### config.mk
export PLATFORM = sky130hd
export DESIGN_NAME = rbfi_fifo
export DESIGN_NICKNAME = d
export VERILOG_FILES = /design/src/hw/rtl/rbfi_pkg.sv /design/src/hw/rtl/rbfi_fifo.sv
export SDC_FILE = /design/constraint.sdc
export NUM_CORES = 1
export LEC_CHECK = 0
export BUFFER_PORTS_ARGS = -buffer_cell sky130_fd_sc_hd__buf_4
export CAP_MARGIN = 5
export CELL_PAD_IN_SITES_DETAIL_PLACEMENT = 1
export CELL_PAD_IN_SITES_GLOBAL_PLACEMENT = 1
export CORE_UTILIZATION = 44
export CTS_CLUSTER_SIZE = 12
export DETAILED_ROUTE_END_ITERATION = 10
export HOLD_SLACK_MARGIN = 0.08
export PLACE_DENSITY = 0.84
export SLEW_MARGIN = 20
export SYNTH_ARGS = -nofsm -noshare
export SYNTH_HDL_FRONTEND = slang
export SYNTH_SLANG_ARGS = --single-unit
### constraint.sdc
create_clock -name clock -period 16.4 [get_ports clock]
set_clock_uncertainty 0.1 [all_clocks]
set_input_delay 3.28 -clock clock [delete_from_list [all_inputs] [get_ports clock]]
set_output_delay 3.28 -clock clock [all_outputs]
set_load 0.01 [all_outputs]
### src/hw/rtl/rbfi_pkg.sv
`default_nettype none
package rbfi_pkg;

   localparam int FRAC_BITS  = 16;
   localparam int COORD_W    = 32;
   localparam int SIZE_W     = 31;
   // Origin after centring: 32-bit origin plus half of a 31-bit size.
   localparam int POS_W      = 34;
   // Face numerator (size - origin), one bit of headroom.
   localparam int NUM_W      = 35;
   localparam int DIVIDEND_W = NUM_W + FRAC_BITS;
   localparam int DIVISOR_W  = COORD_W;
   localparam int STEP_W     = $clog2(DIVIDEND_W + 1);
   localparam int PROD_W     = 2 * COORD_W;
   localparam int TEST_W     = PROD_W + 2;
   localparam int FACE_W     = 3;
   localparam int AXIS_W     = 2;
   localparam int CSR_IDX_W  = 2;

   localparam logic [FACE_W-1:0] LAST_FACE = FACE_W'(5);

   localparam logic [CSR_IDX_W-1:0] CSR_SIZE_X  = 2'd0;
   localparam logic [CSR_IDX_W-1:0] CSR_SIZE_Y  = 2'd1;
   localparam logic [CSR_IDX_W-1:0] CSR_SIZE_Z  = 2'd2;
   localparam logic [CSR_IDX_W-1:0] CSR_CENTRED = 2'd3;

   localparam logic [SIZE_W-1:0] SIZE_RESET = SIZE_W'(65536);

   // One ray after centring, as it waits in the queue.
   typedef struct packed {
      logic [2:0][POS_W-1:0]   pos;
      logic [2:0][COORD_W-1:0] dir;
   } ray_type;

   typedef struct packed {
      logic [2:0][SIZE_W-1:0] size;
   } box_type;

   function automatic logic [AXIS_W-1:0] next_axis(input logic [AXIS_W-1:0] a);
      next_axis = (a == AXIS_W'(2)) ? AXIS_W'(0) : a + AXIS_W'(1);
   endfunction

endpackage
`default_nettype wire

### src/hw/rtl/rbfi_fifo.sv
`default_nettype none
module rbfi_fifo import rbfi_pkg::*; (
   input  wire logic    clock,
   input  wire logic    reset,
   input  wire logic    push,
   input  wire ray_type push_data,
   input  wire logic    pop,
   output ray_type      pop_data,
   output logic         full,
   output logic         empty
);

   ray_type    entry_ff [2];
   logic       wr_ptr_ff;
   logic       rd_ptr_ff;
   logic [1:0] count_ff;

   always_ff @(posedge clock) begin
      if (push) begin
         entry_ff[wr_ptr_ff] <= push_data;
      end
   end

   always_ff @(posedge clock) begin
      if (reset) begin
         wr_ptr_ff <= 1'b0;
         rd_ptr_ff <= 1'b0;
         count_ff  <= 2'd0;
      end else begin
         if (push) wr_ptr_ff <= ~wr_ptr_ff;
         if (pop)  rd_ptr_ff <= ~rd_ptr_ff;
         count_ff <= count_ff + 2'(push) - 2'(pop);
      end
   end

   assign pop_data = entry_ff[rd_ptr_ff];
   assign full     = count_ff == 2'd2;
   assign empty    = count_ff == 2'd0;

endmodule
`default_nettype wire

After elaboration in Yosys (flattened, before gate mapping):

Memories as Yosys holds them, arrays and structs flattened. A register that Yosys moved wholly into a read port is not among the register bits.
Cells that the tools add are included.

* flip-flop bits (word level): 4
* bits in writable memories: 396
* output and inout bits: 200
* word-level logic and storage cells: 14
* memories: 1

Memories
* entry_ff: words 2, width 198, rd ports 1, clocked after memory_dff 1, wr ports 1, RTL line rbfi_fifo.sv:13 `ray_type entry_ff [2];`

* add/subtract/negate cells: 2
* equal/unequal tests: 1
* multiplexer cells: 4
* bitwise logic cells: 2
* reduce and logical (&&, ||, !) cells: 1

Operators by type and width (count)
* 1-bit 2-to-1 mux: 4
* 2-bit by 1-bit adder with 2-bit output: 1
* 2-bit == test, second input constant: 1
* 2-bit zero test: 1
* 1-bit inverter: 2
* 2-bit by 1-bit subtractor with 2-bit output: 1

Logic depth before layout (Yosys ltp):

* word-level depth: 3
* mapped depth: 6

Least setup slack after synthesis:

OpenSTA, ideal clock, no wires.

* path type: input -> register
* from: in push
* to: mem entry_ff[0][0] (netlist bit), enable pin
* setup time: 0.783 ns
* arrival: 11.818 ns
* setup slack: 3.699 ns
* stages on the path: 1
* buffers on the path: 0
* path through: nor2b_1

* cells in the longest elaborated chain, start to end: 2

Ends and longest elaborated chain
* start: declaration: RTL line rbfi_fifo.sv:5 `input wire logic push,`
* 1-bit 2-to-1 mux: RTL line rbfi_fifo.sv:19 `if (push) begin`
* 1-bit 2-to-1 mux (implied by the code): RTL line rbfi_fifo.sv:20 `entry_ff[wr_ptr_ff] <= push_data;`
* end: declaration: RTL line rbfi_fifo.sv:13

Every way passes these cells.

==> results.cfg <==
[clock_network]
cts_setup_buffers = 0
clock_latency_ns = 0.53
clock_sinks = 401
cts_hold_buf = 0
cts_buffers = 43
clock_path_buffers = 3
cts.clk_slew.worst_paths_ns = 0.05
cts_tree = done
h-tree-depth = 2
clockRootBuffer = clkbuf_16
cts_resized = 0

[synth]
synth_top_family_by_area = multiplexers
synth_top_area_cell = edfxtp_1
synth_common_cells = edfxtp_1, mux2_4, mux2_2, buf_6, buf_2
synthXorXnorAreaFrac = 0.002683
postSynthCellCount = 637
synthFlopType = edfxtp_1
synth-async-reset-ratio = 0
synth_fa_ha_area_frac = 0.001677
syn_area_um2 = 14920
syn_avg_cell_area_um2 = 23.42
synth.most_common_cell = edfxtp_1
synthSimpleGateAreaFrac = 0.002935
synthDistinctLibCells = 13
synth_compound_area_frac = 0
synth_edf_count = 396
synth-seq-area-share = 0.8037
synth_area_leaders = edfxtp_1, mux2_4, mux2_2, buf_6, dfxtp_1
synthMuxAreaShare = 0.1748
synth_nets = 841
synth_seq_cells = 401
synth_top_area_share = 0.7970
synth_warnings = 0

[floorplanning]
core_um2 = 33450
initial_core_util = 0.4461
io_pins = 402
dieArea_um2 = 34650
rows = 67
die_w_um = 186.1
die_y_um = 186.1

[route]
postRouteWirelength_um = 34340
drt_iter0_markers = 413
viasPerCell = 4.914
ant_nets = 0
vias = 7582
wl_per_cell_um = 22.26
first_pass_iters = 6
drc_errors = 0

[run_status]
status = complete, no violations

[sta]
setup_viol_count_final = 0
fin_setup_tns_ns = 0
tightest_slew_ns = 1.061
hold_viol_final = 0
fmax_mhz = 144.4
min_period_over_period = 0.4222
rsz0062_at_grt = no
slew_headroom = 0.2927
period_needed_ns = 6.924
maxSlewViolCount = 0

[setup_path]
critPathSlowestCell = buf_4
cp.required_ns = 13.02
cp_max_fo = 55
startpoint_type = flop
cp_data_arrival_time_ns = 3.54
cpPeakStageDelay_ns = 0.81
path_cells = buf_4 > buf_4 > mux2_4 > buf_4
crit_top_cell = buf_4
endpoint_kind = output port
worstSetupPathType = flop to output port

[placed_design]
hpwl_um = 23660
placed_cells = 1472
io_buffers = 401
gp_congestion = 0.7237

[power]
ir_drop_mv = 0.1008
p_leak_nw = 7.517
power_density_nw_per_um2 = 122.2

[grt]
grt_usage = 0.1910
grt_pass1_vias = 8078
antenna_found_initial = 0
grt_max_degree = 77
grt_pass1_wl_um = 48820
overflow = 0

[worst_hold_path]
hold_class = flop to flop

[layout]
multi_input_area_um2 = 2728
area_growth_pct = 31.36
fin_nets = 1273
nFillCells = 2931
fin_util = 0.5860
antenna_cells = 0
drive_gt1_frac = 0.6037
layout.area.seq_um2 = 12000
fin_cells = 1543

[job]
maxCapViolCount = 0
-- through the flow --
step | hold WS [ns] | instance area [µm²] | power [mW] | setup WS, ns
floorplan | 0.3799 | 14920 | 1.410 | 3.699
global placement | 0.3886 | 18360 | 1.542 | 10.05
detailed placement | 0.4092 | 18360 | 1.558 | 10.01
CTS | 0.4223 | 19600 | 2.426 | 9.422
global route | 0.4451 | 19600 | 2.479 | 9.287
finish | 0.4140 | 19600 | 2.396 | 9.476
-- routing by layer --
metal  vias to the layer above  global-route usage  part of all wire
li1                       3394                   -                 -
met5                         -                   0                 0
met3                        58             0.07048             0.096
met4                         0             0.05934             0.022
met1                      3793              0.2084              0.36
met2                       337              0.3437              0.52
-- critical path, delay by kind of cell, from the launching register on --
family / cells / cell delay (ns)
flops: 1 / 0.76
buf+inv: 3 / 1.76
mux: 1 / 0.36
-- sequential cells by signal, indices dropped and copies added (netlist names), named ones only --
| signal | flops |
|---|---|
| wr_ptr_ff | 1 |
| count_ff | 2 |
| rd_ptr_ff | 1 |
| entry_ff | 396 |
-- kinds of logic after synthesis --
group                      Yosys count
and+or+nand+nor                      9
buffers and inverters               24
muxes                              198
xor gates and xnor gates             3
DFF                                401
adders and majority gates            2
-- path summary, 6_finish.rpt --
| check | slack [ns] | start | endpoint | depth (start not counted) |
|---|---|---|---|---|
| worst max-delay path | 9.48 | flop | pop_data[132] | 4 |
| worst min register to register | 0.41 | rd_ptr_ff | flop | 2 |
| worst max register to register | 13.80 | wr_ptr_ff | entry_ff[0][43] | 3 |
| worst min-delay path | 0.41 | rd_ptr_ff | flop | 2 |
-- placed cells by master (no fill, tap or decap), types with 4 or more instances in the layout --
cell type,instances
clkinv_1,11
mux2_2,97
mux2_4,101
dfxtp_1,4
buf_4,409
nor2_1,5
clkinv_2,4
edfxtp_1,396
clkbuf_16,45
clkbuf_1,9
-- final cells by class --
class	instances	share of cell area
clock buffer	54	0.05918
clock inverter	17	0.004022
inverter	2	0.0003830
sequential	401	0.6120
timing repair buffer	409	0.1567
tap	448	0.02860
multi-input combinational	212	0.1392
-- power by group --
part           switching [mW]  internal [mW]  total, mW  leakage (nW)
Sequential             0.0229           1.20       1.22          3.76
Combinational           0.140          0.171      0.311          3.15
Clock                   0.367          0.496      0.862         0.606
No activity file was read; power rests on OpenSTA's default activity.
