### src/hw/rtl/rbfi_pkg.sv
`default_nettype none
package rbfi_pkg;

   localparam int FRAC_BITS  = 16;
   localparam int COORD_W    = 32;
   localparam int SIZE_W     = 31;
   // Origin after centring: 32-bit origin plus half of a 31-bit size.
   localparam int POS_W      = 34;
   // Face numerator (size - origin), one bit of headroom.
   localparam int NUM_W      = 35;
   localparam int DIVIDEND_W = NUM_W + FRAC_BITS;
   localparam int DIVISOR_W  = COORD_W;
   localparam int STEP_W     = $clog2(DIVIDEND_W + 1);
   localparam int PROD_W     = 2 * COORD_W;
   localparam int TEST_W     = PROD_W + 2;
   localparam int FACE_W     = 3;
   localparam int AXIS_W     = 2;
   localparam int CSR_IDX_W  = 2;

   localparam logic [FACE_W-1:0] LAST_FACE = FACE_W'(5);

   localparam logic [CSR_IDX_W-1:0] CSR_SIZE_X  = 2'd0;
   localparam logic [CSR_IDX_W-1:0] CSR_SIZE_Y  = 2'd1;
   localparam logic [CSR_IDX_W-1:0] CSR_SIZE_Z  = 2'd2;
   localparam logic [CSR_IDX_W-1:0] CSR_CENTRED = 2'd3;

   localparam logic [SIZE_W-1:0] SIZE_RESET = SIZE_W'(65536);

   // One ray after centring, as it waits in the queue.
   typedef struct packed {
      logic [2:0][POS_W-1:0]   pos;
      logic [2:0][COORD_W-1:0] dir;
   } ray_type;

   typedef struct packed {
      logic [2:0][SIZE_W-1:0] size;
   } box_type;

   function automatic logic [AXIS_W-1:0] next_axis(input logic [AXIS_W-1:0] a);
      next_axis = (a == AXIS_W'(2)) ? AXIS_W'(0) : a + AXIS_W'(1);
   endfunction

endpackage
`default_nettype wire

### src/hw/rtl/rbfi_front.sv
`default_nettype none
module rbfi_front import rbfi_pkg::*; (
   input  wire logic                   clock,
   input  wire logic                   reset,
   input  wire logic                   csr_wr_en,
   input  wire logic [CSR_IDX_W-1:0]   csr_index,
   input  wire logic [SIZE_W-1:0]      csr_wr_data,
   input  wire logic [6*COORD_W-1:0]   req_tdata,
   output ray_type                     ray,
   output box_type                     box
);

   logic [2:0][SIZE_W-1:0] size_ff;
   logic                   centred_ff;

   always_ff @(posedge clock) begin
      if (reset) begin
         size_ff    <= {3{SIZE_RESET}};
         centred_ff <= 1'b0;
      end else if (csr_wr_en) begin
         case (csr_index)
            CSR_SIZE_X:  size_ff[0]  <= csr_wr_data;
            CSR_SIZE_Y:  size_ff[1]  <= csr_wr_data;
            CSR_SIZE_Z:  size_ff[2]  <= csr_wr_data;
            CSR_CENTRED: centred_ff  <= csr_wr_data[0];
            default:     centred_ff  <= centred_ff;
         endcase
      end
   end

   // Centring moves the ray origin by half the box size on each axis.
   always_comb begin
      for (int i = 0; i < 3; i++) begin
         ray.dir[i] = req_tdata[i*COORD_W + 3*COORD_W +: COORD_W];
         ray.pos[i] = POS_W'($signed(req_tdata[i*COORD_W +: COORD_W]))
                    + (centred_ff ? POS_W'(size_ff[i][SIZE_W-1:1]) : POS_W'(0));
      end
      box.size = size_ff;
   end

endmodule
`default_nettype wire

### config.mk
export PLATFORM = sky130hd
export DESIGN_NAME = rbfi_front
export DESIGN_NICKNAME = d
export VERILOG_FILES = /design/src/hw/rtl/rbfi_pkg.sv /design/src/hw/rtl/rbfi_front.sv
export SDC_FILE = /design/constraint.sdc
export NUM_CORES = 1
export LEC_CHECK = 0
export BUFFER_PORTS_ARGS = -buffer_cell sky130_fd_sc_hd__clkbuf_2
export CAP_MARGIN = 5
export CORE_AREA = 2 2 205 207
export CTS_BUF_LIST = sky130_fd_sc_hd__clkbuf_8 sky130_fd_sc_hd__clkbuf_16
export DETAILED_ROUTE_END_ITERATION = 8
export DIE_AREA = 0 0 207 209
export PLACE_DENSITY = 0.5
export SETUP_SLACK_MARGIN = 0.02
export SLEW_MARGIN = 10
export SYNTH_ARGS = -nofsm -noshare
export SYNTH_HDL_FRONTEND = slang
export SYNTH_SLANG_ARGS = --single-unit
### constraint.sdc
create_clock -name clock -period 4.45 [get_ports clock]
set_input_delay 1.1125 -clock clock [delete_from_list [all_inputs] [get_ports clock]]
set_output_delay 1.1125 -clock clock [all_outputs]
set_load 0.03 [all_outputs]
=== Word level (Yosys, flattened, before mapping) ===
Index checks and enable logic that the tools add are counted.

* Add/sub/neg operators: 3
* Multiply operators: 0
* Divide/modulo/power cells: 0
* Order comparisons: 0
* Equal/unequal tests: 3
* Shift-type cells: 0
* Mux-type cells: 3
* Bitwise operators: 0
* Reduce and logical (&&, ||, !) cells: 5

{| class="wikitable"
|+ Operator list
! operator !! count
|-
| adder 32 x 31 -> 33 bit || 3
|-
| 2-to-1 mux 30 bit || 3
|-
| AND reduction 2 bit || 4
|-
| equality test 2 bit, second input constant || 2
|-
| equality test 2 x 1 -> 1 bit, second input constant || 1
|-
| zero test 2 bit || 1
|}

* Register bits: 94
* Latch bits: 0
* Memory bits (writable): 0
* Bits in read-only memories: 0
* Input port bits: 228
* Output and inout port bits: 291
* Logic and storage cells: 18
* Memories kept: 0

=== Longest topological paths before layout ===
* Depth after elaboration: 2
* Depth in mapped cells: 14
* Depth with buffers taken out: 11

=== Worst setup path after synthesis ===
No wires, ideal clock.

* Kind: input to output
* Start point: input port req_tdata[32]
* End point: output port ray[163] (netlist name)
* Arrival time: 4.003 ns
* Data required time: 3.338 ns
* Slack: -0.665 ns
* Cell stages on the path: 11
* Buffers on the path: 1
* Cell sequence: ha_1 fa_1 a21o_1 a211oi_1 nor2_1 o41ai_4 o211ai_2 a21oi_1 o21ai_1 a41oi_1 buf_4

{| class="wikitable"
|+ RTL lines
! item !! RTL line !! RTL
|-
| start, declared || rbfi_front.sv:8 || <nowiki>input wire logic [6*COORD_W-1:0] req_tdata,</nowiki>
|-
| end, declared || rbfi_front.sv:9 || <nowiki>output ray_type ray,</nowiki>
|}

==> metrics <==
IO Pins=519; number of port buffers=326; share of total power in combinational logic=0.326; total wire length=roughly 42 mm; leak pwr=6.474 nW; fin nets=just under 2,000; most instantiated cells after synthesis=nand2_1, a21oi_1, buf_4; CTS tree=done; GRT Util Overall=0.1826; Setup WS pre-CTS=-0.4690 ns; site row count=75; Clock Path Buffers=2; Synthesized Nets=1,573; maximum clock frequency=210.8 MHz; # hold bufs at CTS=0; worst-margin pin slew=1.174 ns; flops & latches, synth=94; remaining routing DRC violations=0; Via density=4.683; largest cells by area after synthesis=dfxtp_1, ha_1, nand2_1, a21oi_1, buf_4; Antenna Violating Nets Remaining=0; Internal=0.001560 W; min Tclk post-route=4.744 ns; Seq/Total Area, Yosys=0.2048; area grow syn2layout=49.97%; Req. time, crit path=approximately 3.3 ns; die span in y=209 um; most frequent cell after synthesis=nand2_1; Yosys top cell area share=0.2048; die area=43,260 um2; commonest register cell after synthesis=dfxtp_1; # diodes=0; Worst Hold Class=reg2reg; HPWL Detailed=33.74 mm; worst clock skew=0 ns; final worst slack=-0.2941 ns; WS Path Type=in2out; area leader, netlist=dfxtp_1; startpoint types=input port; Max transition margin=0.2174; initial core utilization=0.2225; layout cells sized above 1=0.4228; TritonCTS Buffers=9; Post-synth ARST share=0; Sw Share=0.3651; final setup violation count=29; Clk pwr share=0.308; grt total ovfl=0; Final Slew Violations=0; first-pass GRT wire length=just over 60 mm; total design power=0.002457 W; H-tree lvl count=3; worst-path fanout max=3; initial antenna violation count=3; Post-synth EDFFs=0; later-pin clock latency in the skew report=0.35 ns; sequential fraction of design power=0.366; Syn Area/Cell=7.337 um2; routed vias=between 10,000 and 15,000; RSZ-0062 raised after global routing=yes; total core area=41,290 um2; Max-Cap Viols=0; Arr. time, crit path=3.63 ns; warnings from Yosys=0; Reg clk slew, reported paths=0.08 ns; Peak VDD IR=0.0001249 V; First DRT Iteration DRCs=just under 400; outcome=finished, violations left; Hold Fails Final Rpt=0; largest net degree at the start of global routing=95; routed len/inst=~19 um; pwr dens=between 150 and 200 nW/um2; Mapped Cells=1,252; failing checks=negative setup slack; setup_tns=-3.755 ns; hold_ws=0.4608 ns; vias in the first global route=between 10,000 and 15,000; # clock sinks=94; cell area after technology mapping=9186 um2; CP Capture Type=output pin; Synth cell types=70; GP Congestion=0.8889; period utilization=1.066; CTS root buf=clkbuf_16; Sw Pwr=0.0008972 W; drt pass-1 iters=5; Die W=207 um
-- layout make-up --
| type | count | area [um2] |
|---|---|---|
| fillers | 4476 | 27510 |
| multi-input cells | 986 | 7331 |
| repair buffers | 517 | 3540 |
| flip-flops and latches | 94 | 1886 |
| well taps | 539 | 674.4 |
| clock buffers | 9 | 225.2 |
| inverters | 19 | 71.32 |
| clock inverters | 7 | 50.05 |
-- per-stage QoR --
step           std cells  utilization  area, um2
2_1_floorplan       1252            -       9369
3_3_place_gp        2110       0.2867      11840
3_5_place_dp        2110       0.2867      11840
4_1_cts             2155       0.3215      13280
5_1_grt             2171       0.3337      13780
6_report            2171       0.3337      13780
-- registers in the layout (all words and copies together), names as in the netlist --
name        flops
box            93
centred_ff      1
-- power groups by stage --
| stage | Combinational (W) | Sequential (W) | Clock [W] |
|---|---|---|---|
| 6_report | 0.000801 | 0.000899 | 0.000758 |
| 5_1_grt | 0.000861 | 0.000902 | 0.000819 |
| 4_1_cts | 0.000779 | 0.000899 | 0.000793 |
| 3_5_place_dp | 0.000718 | 0.000920 | 0 |
| 3_3_place_gp | 0.000716 | 0.000919 | 0 |
| 2_1_floorplan | 0.000527 | 0.000960 | 0 |
-- cells in the final DEF (no fill, tap or decap), types with 10 or more instances in the layout --
cell      instances
nor3_1           12
a21o_1           38
and2_1           82
nor2_1           35
a21oi_1         146
buf_6            34
ha_1             65
dfxtp_1          93
o21ai_0          21
and2_4           13
xnor2_1          42
nand3_1          19
o21ai_2          11
nand4_1          10
ha_4             23
o21bai_1         10
nand2_1         238
a21oi_2          21
buf_8            12
inv_1            21
xnor2_2          10
buf_4           189
clkbuf_2        264
clkbuf_8         13
xor2_1           23
-- repair_timing --
item                                    CTS  global route
setup buffers                            30            22
endpoints found under the hold margin     0             0
gates resized for setup                 188           143
endpoints found under the setup margin   58            57
pin swaps                                96            80
-- cell families after synthesis --
kind of cell / share of synthesized area
DFF: 0.2048
and+or+nand+nor: 0.2420
xor gates and xnor gates: 0.07913
adders and majority gates: 0.1291
buffers and inverters: 0.1109
muxes: 0.002179
AOI/OAI and AO/OA: 0.2318
-- per-layer routing --
layer / part of all wire / global-route usage / vias up
met5: 0.00021 / 0.005562 / -
met4: 0.040 / 0.07857 / 2
met3: 0.048 / 0.02916 / 114
met2: 0.49 / 0.3109 / 312
met1: 0.42 / 0.2274 / 4753
li1: - / - / 4986
-- worst max-delay path: stages --
cell,delay [ns]
buf_6,0.10
ha_4,0.15
fa_2,0.33
a21o_1,0.19
a21oi_2,0.14
o211ai_1,0.15
a221oi_2,0.27
buf_4,0.17
a2111oi_4,0.08
o2111ai_2,0.30
buf_4,0.19
a21oi_4,0.07
nor3b_4,0.19
clkbuf_8,0.18
-- path summary, 6_finish.rpt --
kind	start	slack, ns	end	cells after the start
max	req_tdata[0]	-0.29	ray[126]	14
min	box[31]	0.46	box[31]	2
max reg2reg	centred_ff	3.59	centred_ff	3
min reg2reg	box[31]	0.46	box[31]	2
Power figures use the tool's default switching activity.
